<file path="src/clc_pkg.sv">
// ----------------------------------------------------------------------------
// clc_pkg
// Types, codes and literal tables for the chat line classifier.
// ----------------------------------------------------------------------------
package clc_pkg;

	localparam int NAME_LIMIT_W    = 6;
	localparam int CONTENT_LIMIT_W = 11;
	localparam int CFG_INDEX_W     = 2;
	localparam int CFG_DATA_W      = 11;
	localparam int POS_W           = 4;

	localparam logic [NAME_LIMIT_W-1:0]    NAME_LIMIT_RST    = 6'd20;
	localparam logic [CONTENT_LIMIT_W-1:0] CONTENT_LIMIT_RST = 11'd1400;

	localparam logic [7:0] CH_CR = 8'h0D;
	localparam logic [7:0] CH_LF = 8'h0A;

	localparam logic [71:0] LEAD_MSG   = 72'("MSG FROM ");
	localparam logic [71:0] LEAD_ERR   = 72'("ERR FROM ");
	localparam logic [71:0] LEAD_REPLY = 72'("REPLY ");
	localparam logic [71:0] LEAD_BYE   = 72'({"BYE", 8'h0D, 8'h0A});
	localparam logic [31:0] IS_TEXT    = " IS ";
	localparam logic [23:0] WORD_NOK   = "NOK";
	localparam logic [15:0] WORD_OK    = "OK";

	typedef enum logic [CFG_INDEX_W-1:0] {
		CFG_NAME_LIMIT    = 2'd0,
		CFG_CONTENT_LIMIT = 2'd1
	} cfg_index_t;

	typedef enum logic [3:0] {
		PH_START,
		PH_LIT,
		PH_NAME,
		PH_WORD,
		PH_IS,
		PH_CONTENT,
		PH_LF,
		PH_DONE,
		PH_DEAD
	} phase_t;

	typedef enum logic [2:0] {
		KIND_MSG     = 3'd0,
		KIND_ERR     = 3'd1,
		KIND_REPLY   = 3'd2,
		KIND_BYE     = 3'd3,
		KIND_UNKNOWN = 3'd4
	} kind_t;

	typedef enum logic [1:0] {
		TAG_NONE    = 2'd0,
		TAG_NAME    = 2'd1,
		TAG_CONTENT = 2'd2,
		TAG_WORD    = 2'd3
	} tag_t;

	typedef struct packed {
		logic [7:0] data_byte;
		logic       end_of_line;
	} clc_in_t;

	typedef struct packed {
		logic [1:0] field_tag;
		logic       line_done;
		logic [2:0] message_kind;
		logic       reply_ok;
	} clc_out_t;

	typedef struct packed {
		logic [NAME_LIMIT_W-1:0]    name_limit;
		logic [CONTENT_LIMIT_W-1:0] content_limit;
	} clc_cfg_t;

	function automatic logic [POS_W-1:0] lead_len(input kind_t k);
		logic [POS_W-1:0] len;
		unique case (k)
			KIND_MSG, KIND_ERR: len = 4'd9;
			KIND_REPLY:         len = 4'd6;
			KIND_BYE:           len = 4'd5;
			default:            len = 4'd0;
		endcase
		return len;
	endfunction

	function automatic logic [7:0] lead_char(input kind_t k, input logic [POS_W-1:0] pos);
		logic [71:0]      txt;
		logic [POS_W-1:0] len;
		logic [POS_W-1:0] idx;
		unique case (k)
			KIND_MSG:   txt = LEAD_MSG;
			KIND_ERR:   txt = LEAD_ERR;
			KIND_REPLY: txt = LEAD_REPLY;
			default:    txt = LEAD_BYE;
		endcase
		len = lead_len(k);
		idx = len - pos - 4'd1;
		if (pos >= len) begin
			return 8'h00;
		end
		return txt[idx*8 +: 8];
	endfunction

	function automatic logic [7:0] word_char(input logic ok, input logic [POS_W-1:0] pos);
		logic [7:0] c;
		c = 8'h00;
		if (ok) begin
			if (pos < 4'd2) c = WORD_OK[(1 - int'(pos))*8 +: 8];
		end else begin
			if (pos < 4'd3) c = WORD_NOK[(2 - int'(pos))*8 +: 8];
		end
		return c;
	endfunction

	function automatic logic [7:0] is_char(input logic [POS_W-1:0] pos);
		logic [7:0] c;
		c = 8'h00;
		if (pos < 4'd4) c = IS_TEXT[(3 - int'(pos))*8 +: 8];
		return c;
	endfunction

	function automatic logic is_name_char(input logic [7:0] b);
		return (b >= "a" && b <= "z") || (b >= "A" && b <= "Z") ||
			(b >= "0" && b <= "9") || b == "-";
	endfunction

endpackage

</file>
<file path="src/chat_line_classifier.sv">
// ----------------------------------------------------------------------------
// chat_line_classifier
// Path: input register, one parse step, result register; the result
// register and the input register hold while out_ready stalls the output.
// Throughput: one byte per cycle while out_ready does not stall the output; the parse state updates once per byte.
// Reset: parser returns to line start, limits to 20 and 1400, both stages empty.
// ----------------------------------------------------------------------------
module chat_line_classifier #(
	parameter int NAME_COUNT_BITS    = 6,
	parameter int CONTENT_COUNT_BITS = 11
) (
	input  logic                            clk,
	input  logic                            arst_n,
	input  logic                            in_valid,
	output logic                            in_ready,
	input  clc_pkg::clc_in_t                in_data,
	output logic                            out_valid,
	input  logic                            out_ready,
	output clc_pkg::clc_out_t               out_data,
	input  logic                            cfg_valid,
	output logic                            cfg_ready,
	input  logic [clc_pkg::CFG_INDEX_W-1:0] cfg_index,
	input  logic [clc_pkg::CFG_DATA_W-1:0]  cfg_data
);
	import clc_pkg::*;

	clc_in_t  word_s1;
	logic     valid_s1;
	clc_out_t out_s2;
	logic     valid_s2;
	clc_out_t result;
	clc_cfg_t cfg;
	logic     advance;

	assign advance  = !valid_s2 || out_ready;
	assign in_ready = !valid_s1 || advance;

	clc_cfg u_cfg (
		.clk       (clk),
		.arst_n    (arst_n),
		.cfg_valid (cfg_valid),
		.cfg_ready (cfg_ready),
		.cfg_index (cfg_index),
		.cfg_data  (cfg_data),
		.cfg       (cfg)
	);

	clc_parse #(
		.NAME_COUNT_BITS    (NAME_COUNT_BITS),
		.CONTENT_COUNT_BITS (CONTENT_COUNT_BITS)
	) u_parse (
		.clk     (clk),
		.arst_n  (arst_n),
		.step    (valid_s1 && advance),
		.word_in (word_s1),
		.cfg     (cfg),
		.result  (result)
	);

	always_ff @(posedge clk or negedge arst_n) begin
		if (!arst_n) begin
			valid_s1 <= 1'b0;
			valid_s2 <= 1'b0;
		end else begin
			if (in_ready) valid_s1 <= in_valid;
			if (advance) valid_s2 <= valid_s1;
		end
	end

	always_ff @(posedge clk) begin
		if (in_valid && in_ready) word_s1 <= in_data;
		if (valid_s1 && advance) out_s2 <= result;
	end

	assign out_valid = valid_s2;
	assign out_data  = out_s2;

endmodule

</file>
<file path="src/clc_cfg.sv">
// ----------------------------------------------------------------------------
// clc_cfg
// Limit registers written through the configuration channel.
// ----------------------------------------------------------------------------
module clc_cfg (
	input  logic                                clk,
	input  logic                                arst_n,
	input  logic                                cfg_valid,
	output logic                                cfg_ready,
	input  logic [clc_pkg::CFG_INDEX_W-1:0]     cfg_index,
	input  logic [clc_pkg::CFG_DATA_W-1:0]      cfg_data,
	output clc_pkg::clc_cfg_t                   cfg
);
	import clc_pkg::*;

	logic [NAME_LIMIT_W-1:0]    name_limit_q;
	logic [CONTENT_LIMIT_W-1:0] content_limit_q;

	assign cfg_ready = 1'b1;

	always_ff @(posedge clk or negedge arst_n) begin
		if (!arst_n) begin
			name_limit_q    <= NAME_LIMIT_RST;
			content_limit_q <= CONTENT_LIMIT_RST;
		end else if (cfg_valid) begin
			if (cfg_index == CFG_NAME_LIMIT) begin
				name_limit_q <= cfg_data[NAME_LIMIT_W-1:0];
			end
			if (cfg_index == CFG_CONTENT_LIMIT) begin
				content_limit_q <= cfg_data[CONTENT_LIMIT_W-1:0];
			end
		end
	end

	assign cfg.name_limit    = name_limit_q;
	assign cfg.content_limit = content_limit_q;

endmodule

</file>
<file path="src/clc_parse.sv">
// ----------------------------------------------------------------------------
// clc_parse
// Line grammar state and the one-byte step that tags a word and gives the
// verdict on the last byte of a line.
// ----------------------------------------------------------------------------
module clc_parse #(
	parameter int NAME_COUNT_BITS    = 6,
	parameter int CONTENT_COUNT_BITS = 11
) (
	input  logic              clk,
	input  logic              arst_n,
	input  logic              step,
	input  clc_pkg::clc_in_t  word_in,
	input  clc_pkg::clc_cfg_t cfg,
	output clc_pkg::clc_out_t result
);
	import clc_pkg::*;

	localparam int NW = (NAME_COUNT_BITS > NAME_LIMIT_W) ? NAME_COUNT_BITS : NAME_LIMIT_W;
	localparam int CW = (CONTENT_COUNT_BITS > CONTENT_LIMIT_W) ?
		CONTENT_COUNT_BITS : CONTENT_LIMIT_W;
	localparam logic [NW-1:0] NAME_TOP    = NW'((64'd1 << NAME_COUNT_BITS) - 64'd1);
	localparam logic [CW-1:0] CONTENT_TOP = CW'((64'd1 << CONTENT_COUNT_BITS) - 64'd1);

	phase_t                        phase_q, phase_d;
	logic [POS_W-1:0]              pos_q, pos_d;
	logic [NAME_COUNT_BITS-1:0]    ncnt_q, ncnt_d;
	logic [CONTENT_COUNT_BITS-1:0] ccnt_q, ccnt_d;
	kind_t                         kind_q, kind_d;
	logic                          ok_q, ok_d;

	logic [NW-1:0] name_cap;
	logic [CW-1:0] content_cap;
	logic [7:0]    b;
	tag_t          tag;
	kind_t         verdict;
	logic          verdict_ok;

	assign b = word_in.data_byte;
	assign name_cap = (NW'(cfg.name_limit) < NAME_TOP) ? NW'(cfg.name_limit) : NAME_TOP;
	assign content_cap = (CW'(cfg.content_limit) < CONTENT_TOP) ?
		CW'(cfg.content_limit) : CONTENT_TOP;

	always_comb begin
		phase_d    = phase_q;
		pos_d      = pos_q;
		ncnt_d     = ncnt_q;
		ccnt_d     = ccnt_q;
		kind_d     = kind_q;
		ok_d       = ok_q;
		tag        = TAG_NONE;
		verdict    = KIND_MSG;
		verdict_ok = 1'b0;

		unique case (phase_q)
			PH_START: begin
				phase_d = PH_LIT;
				pos_d   = 4'd1;
				priority if (b == "M") kind_d = KIND_MSG;
				else if (b == "E") kind_d = KIND_ERR;
				else if (b == "R") kind_d = KIND_REPLY;
				else if (b == "B") kind_d = KIND_BYE;
				else begin
					phase_d = PH_DEAD;
					pos_d   = pos_q;
				end
			end
			PH_LIT: begin
				if (kind_q == KIND_UNKNOWN || pos_q >= lead_len(kind_q) ||
					b != lead_char(kind_q, pos_q)) begin
					phase_d = PH_DEAD;
				end else begin
					pos_d = pos_q + 4'd1;
					if (pos_d == lead_len(kind_q)) begin
						pos_d = '0;
						priority if (kind_q == KIND_REPLY) phase_d = PH_WORD;
						else if (kind_q == KIND_BYE) phase_d = PH_DONE;
						else begin
							phase_d = PH_NAME;
							ncnt_d  = '0;
						end
					end
				end
			end
			PH_NAME: begin
				priority if (is_name_char(b) && NW'(ncnt_q) < name_cap) begin
					ncnt_d = ncnt_q + 1'b1;
					tag    = TAG_NAME;
				end else if (b == " " && ncnt_q != '0) begin
					phase_d = PH_IS;
					pos_d   = 4'd1;
				end else begin
					phase_d = PH_DEAD;
				end
			end
			PH_WORD: begin
				if (pos_q == '0) begin
					priority if (b == "O" || b == "N") begin
						ok_d  = (b == "O");
						pos_d = 4'd1;
						tag   = TAG_WORD;
					end else begin
						phase_d = PH_DEAD;
					end
				end else if (pos_q >= (ok_q ? 4'd2 : 4'd3) || b != word_char(ok_q, pos_q)) begin
					phase_d = PH_DEAD;
				end else begin
					tag   = TAG_WORD;
					pos_d = pos_q + 4'd1;
					if (pos_d == (ok_q ? 4'd2 : 4'd3)) begin
						phase_d = PH_IS;
						pos_d   = '0;
					end
				end
			end
			PH_IS: begin
				if (pos_q >= 4'd4 || b != is_char(pos_q)) begin
					phase_d = PH_DEAD;
				end else begin
					pos_d = pos_q + 4'd1;
					if (pos_d == 4'd4) begin
						phase_d = PH_CONTENT;
						pos_d   = '0;
						ccnt_d  = '0;
					end
				end
			end
			PH_CONTENT: begin
				priority if (b >= 8'h20 && b <= 8'h7E && CW'(ccnt_q) < content_cap) begin
					ccnt_d = ccnt_q + 1'b1;
					tag    = TAG_CONTENT;
				end else if (b == CH_CR && ccnt_q != '0) begin
					phase_d = PH_LF;
				end else begin
					phase_d = PH_DEAD;
				end
			end
			PH_LF: begin
				phase_d = (b == CH_LF) ? PH_DONE : PH_DEAD;
			end
			default: begin
				phase_d = PH_DEAD;
			end
		endcase

		if (word_in.end_of_line) begin
			if (phase_d == PH_DONE && kind_d != KIND_UNKNOWN) begin
				verdict    = kind_d;
				verdict_ok = (kind_d == KIND_REPLY) && ok_d;
			end else begin
				verdict = KIND_UNKNOWN;
			end
			phase_d = PH_START;
			pos_d   = '0;
			ncnt_d  = '0;
			ccnt_d  = '0;
			kind_d  = KIND_UNKNOWN;
			ok_d    = 1'b0;
		end
	end

	always_ff @(posedge clk or negedge arst_n) begin
		if (!arst_n) begin
			phase_q <= PH_START;
			pos_q   <= '0;
			ncnt_q  <= '0;
			ccnt_q  <= '0;
			kind_q  <= KIND_UNKNOWN;
			ok_q    <= 1'b0;
		end else if (step) begin
			phase_q <= phase_d;
			pos_q   <= pos_d;
			ncnt_q  <= ncnt_d;
			ccnt_q  <= ccnt_d;
			kind_q  <= kind_d;
			ok_q    <= ok_d;
		end
	end

	assign result.field_tag    = tag;
	assign result.line_done    = word_in.end_of_line;
	assign result.message_kind = verdict;
	assign result.reply_ok     = verdict_ok;

endmodule

</file>
<file path="config.mk">
export PLATFORM = sky130hd
export DESIGN_NAME = chat_line_classifier
export DESIGN_NICKNAME = d
export VERILOG_FILES = /design/src/clc_pkg.sv /design/src/chat_line_classifier.sv /design/src/clc_cfg.sv /design/src/clc_parse.sv
export SDC_FILE = /design/constraint.sdc
export NUM_CORES = 1
export LEC_CHECK = 0
export ABC_AREA = 1
export ABC_CLOCK_PERIOD_IN_PS = 8800
export BUFFER_PORTS_ARGS = -buffer_cell sky130_fd_sc_hd__buf_2
export CORE_MARGIN = 3
export CORE_UTILIZATION = 45
export CTS_BUF_LIST = sky130_fd_sc_hd__clkbuf_4
export DETAILED_ROUTE_END_ITERATION = 8
export RECOVER_POWER = 50
export SYNTH_ARGS = -nofsm -noshare
export SYNTH_HDL_FRONTEND = slang
export SYNTH_SLANG_ARGS = --single-unit
</file>
<file path="constraint.sdc">
create_clock -name clk -period 8.8 [get_ports clk]
set_clock_uncertainty 0.15 [all_clocks]
set_input_delay 0.44 -clock clk [delete_from_list [all_inputs] [get_ports clk]]
set_output_delay 0.44 -clock clk [all_outputs]
set_load 0.02 [all_outputs]
</file>
==> impl_metrics.py <==
metrics = {
    "outcome": {
        "status": "finished with violations",
        "failing_checks": "capacitance limit, slew limit",
    },
    "sta": {
        "unrepaired_setup_endpoints_after_global_routing": "false",
        "final_hold_viol_count": 0,
        "totalNegativeSetupSlack_ps": 0,
        "max_clock_freq_mhz": 241,
        "drv_slew": 49,
        "post-route-min-period_ps": 4150,
        "timing.final.crit_share_pct": 47.2,
        "worstMarginPinSlew_ps": 2670,
        "finalWorstSetupSlack_ps": 4650,
        "setup_violating_endpoint_count_in_the_final_report": 0,
        "max_slew_margin_pct": -78.3,
    },
    "critical_path": {
        "reg2reg_depth": 23,
        "critPathArrivalTime_ps": 4280,
        "timing.critical_path.slowest_cell_delay_ps": 730,
        "worstReg2RegEnd": "out_data[2]",
        "timing.critical_path.cells": "inv_2 -> nand3_1 -> nand2_1 -> inv_2 -> nand2_1 -> ha_1 -> inv_1 -> fa_1 -> inv_2 -> or2_2 -> nand3_1 -> nand3_1 -> nand2_1 -> nand2_1 -> nand3_1 -> nand3_1 -> nor2_2 -> nand3_1 -> nor2_1 -> nor2_1 -> nor2_2 -> nand4_2 -> nor2_1",
        "slowest_library_cell_on_the_worst_path": "fa_1",
        "r2r_slack_ps": 4650,
        "crit_path_start_kind": "flop",
        "critical_path_class": "flop to flop",
        "cp_max_fo": 10,
        "cp-end-kind": "flop",
        "worst_ep_required_time_ps": 8930,
        "worst_path_most_repeated_cell": "nand3_1",
        "startpoint_of_the_lowest_slack_register_to_register_path": "u_parse.kind_q[1]",
    },
    "placed_design": {
        "routabilityCongestion": 0.963,
        "pre_cts_ws_ps": 4690,
        "port_buffers": 35,
        "hpwl_um": 11800,
    },
    "cells_and_area": {
        "syn_to_final_growth_pct": 7.35,
        "antenna_cells": 0,
        "nets": 878,
        "drive_above_1_share_pct": 10.8,
    },
    "cts": {
        "maximum_buffer_depth_of_the_clock_tree": 2,
        "clkTransAtPathRegs_ps": 110,
        "clk_latency_ps": 420,
        "post_cts_resize_count": 0,
        "clock_tree_from_tritoncts": "built",
        "cts_buffers": 9,
        "cts.sinks": 64,
        "setup_fix_buffers_added_after_clock_tree_synthesis": 0,
        "post_cts_hold_buffer_count": 1,
        "cts_htree_levels": 3,
        "clockRootBuffer": "clkbuf_4",
    },
    "yosys": {
        "synth_area_leader_cell": "dfrtp_1",
        "yosys.area_share.adder_pct": 9.09,
        "synth_cells": 780,
        "synth-compound-area-share_pct": 11.2,
        "ys_ff_latch": 64,
        "synthDominantCellAreaShare_pct": 18.4,
        "synth_edf_count": 16,
        "synth.top_cells.by_area": "dfrtp_1 18%, nand2_1 13%, edfxtp_1 9.0%",
        "postSynthNetCount": 845,
        "ys_warn_count": 0,
        "synth.most_common_cell": "nand2_1",
        "synth_top_family_by_area": "simple AND/OR/NAND/NOR gates",
        "synth_area_sq_um": 5310,
        "synth_commonest_cells": "189 x nand2_1, 108 x inv_1, 76 x nor2_1",
        "post_synth_and_or_nand_nor_area_fraction_pct": 36.1,
        "main_synth_ff_type": "dfrtp_1",
        "yosys.area_share.xor_xnor_pct": 1.81,
        "multiplexer_area_fraction_after_synthesis_pct": 0,
        "synth_cell_types": 52,
        "synth_seq_area_share_pct": 31.9,
        "asr_flop_ratio_synth_pct": 75.0,
        "post_synth.cell_area_avg_sq_um": 6.81,
    },
    "routing": {
        "routedWlPerCell_um": 15.3,
        "route.final.wire_length_um": 14700,
        "detail-route-antenna-nets": 0,
        "route.vias.total": 5288,
        "dr.first_iter.drc_count": 372,
        "drc": 0,
        "firstDrtPassIters": 5,
        "drt-vias-per-instance": 5.50,
    },
    "power": {
        "switching_share_pct": 39.9,
        "power.internal_uw": 474,
        "clock_share_of_power_pct": 20.5,
        "power_switching_uw": 315,
        "share_seq_of_total_power_pct": 45.9,
        "power_frac_comb_pct": 33.6,
        "p_per_area_nw_per_um2": 138,
        "static_leakage_uw": 0.00280,
        "max-vdd-ir-drop_mv": 0.0844,
    },
    "worst_hold_path": {
        "timing.hold.worst.start": "in_data[5]",
        "worst_hold_path.num_cells": 1,
        "min_path_type": "input pin to flop",
        "worst_hold_path.endpoint": "word_s1[5]",
    },
    "floorplanning": {
        "floorplan.initialDensity_pct": 46.3,
        "die_area_sq_um": 13100,
        "number_of_rows_created_at_floorplan": 39,
        "boundaryPins": 37,
        "design.core.area_sq_um": 11500,
        "die-height_um": 115,
        "fp.dieW_um": 115,
    },
    "global_routing": {
        "global_route_wire_length_before_repair_um": 24300,
        "groute.usage.overall_pct": 23.4,
        "grt-ovfl-total": 0,
        "maximum_number_of_pins_on_one_net_before_global_route_repair": 49,
        "via_count_of_the_first_global_routing_pass": 4975,
        "antenna_found_initial": 0,
    },
    "flow_run": {
        "max_cap_viol_count": 1,
    },
}
cell usage in the layout (no fill, tap or decap), types with 10 or more instances in the layout:
cell,netlist,final
a21oi_1,39,39
buf_2,5,35
clkbuf_4,0,10
dfrtp_1,39,39
edfxtp_1,16,16
ha_1,37,37
inv_1,108,108
nand2_1,189,189
nand3_1,71,71
nand4_1,20,20
nor2_1,76,76
nor3_1,32,32
o21ai_0,36,36
o21ai_1,11,11
xor2_1,11,11
flip-flops by register name, summed over array words and instances, names as in the netlist, 4 cells and up:
signal and count:
u_parse.phase_q 4, word_s1 9, u_cfg.content_limit_q 11, u_parse.pos_q 4, u_parse.ccnt_q 11, u_parse.ncnt_q 6
out_data 7, u_cfg.name_limit_q 6
stage by stage:
step / util (%) / std cells / area, sq um / total power (uW) / hold WS (ps)
global route: 49.7 / 961 / 5700 / 852 / 13.5
floorplan: - / 780 / 5310 / 555 / -5.59
global placement: 48.8 / 944 / 5600 / 625 / 320
detailed placement: 48.8 / 944 / 5600 / 630 / 328
finish: 49.7 / 961 / 5700 / 789 / 38.8
CTS: 49.8 / 961 / 5710 / 798 / 0.905
power by group through the flow:
stage                     Sequential, uW  Clock (uW)  Combinational, uW
after CTS                            362         172                264
after global routing                 366         182                303
after global placement               367           0                258
after detailed placement             368           0                262
final                                362         162                265
after floorplan                      358           0                197
worst max-delay path by stage:
stage	start	endpoint	slack, ps	cells past startpoint
after floorplan	u_parse.kind_q[2]	out_data[3]	5300	24
after global placement	u_parse.kind_q[1]	out_data[0]	4870	23
after detailed placement	u_parse.kind_q[1]	out_data[2]	4690	23
after CTS	u_parse.kind_q[1]	out_data[2]	4650	23
after global routing	u_parse.kind_q[1]	out_data[1]	4310	23
final	u_parse.kind_q[1]	out_data[2]	4650	23
kinds of logic (layout without fill, tap and decap cells):
kind of cell	count (synthesis)	count (layout)
fa+ha+maj	38	38
buf+inv	133	171
simple gates	425	425
other cells	1	1
flops	64	64
xor+xnor	11	11
compound gates	108	108
per-layer routing:
metal	wire length [um]	global-route usage, %	share of wire [%]
met5	0	0	0
met2	6970	37.7	47
met1	6400	30.4	43
met4	573	11.5	3.9
met3	774	4.02	5.3
critical path: cells and delay by family, from the launching register on:
kind,cells,cell delay [ps]
simple gates,17,2010
flops,1,460
fa+ha+maj,2,930
buf+inv,4,460
final cells by class:
class / instances / area, sq um
Clock buffer: 10 / 75.1
Clock inverter: 6 / 26.3
Fill cell: 1174 / 5760
Inverter: 118 / 444
Multi-Input combinational cell: 583 / 3100
Sequential cell: 64 / 1690
Tap cell: 143 / 179
Timing Repair Buffer: 37 / 189
Power figures use the tool's default switching activity.
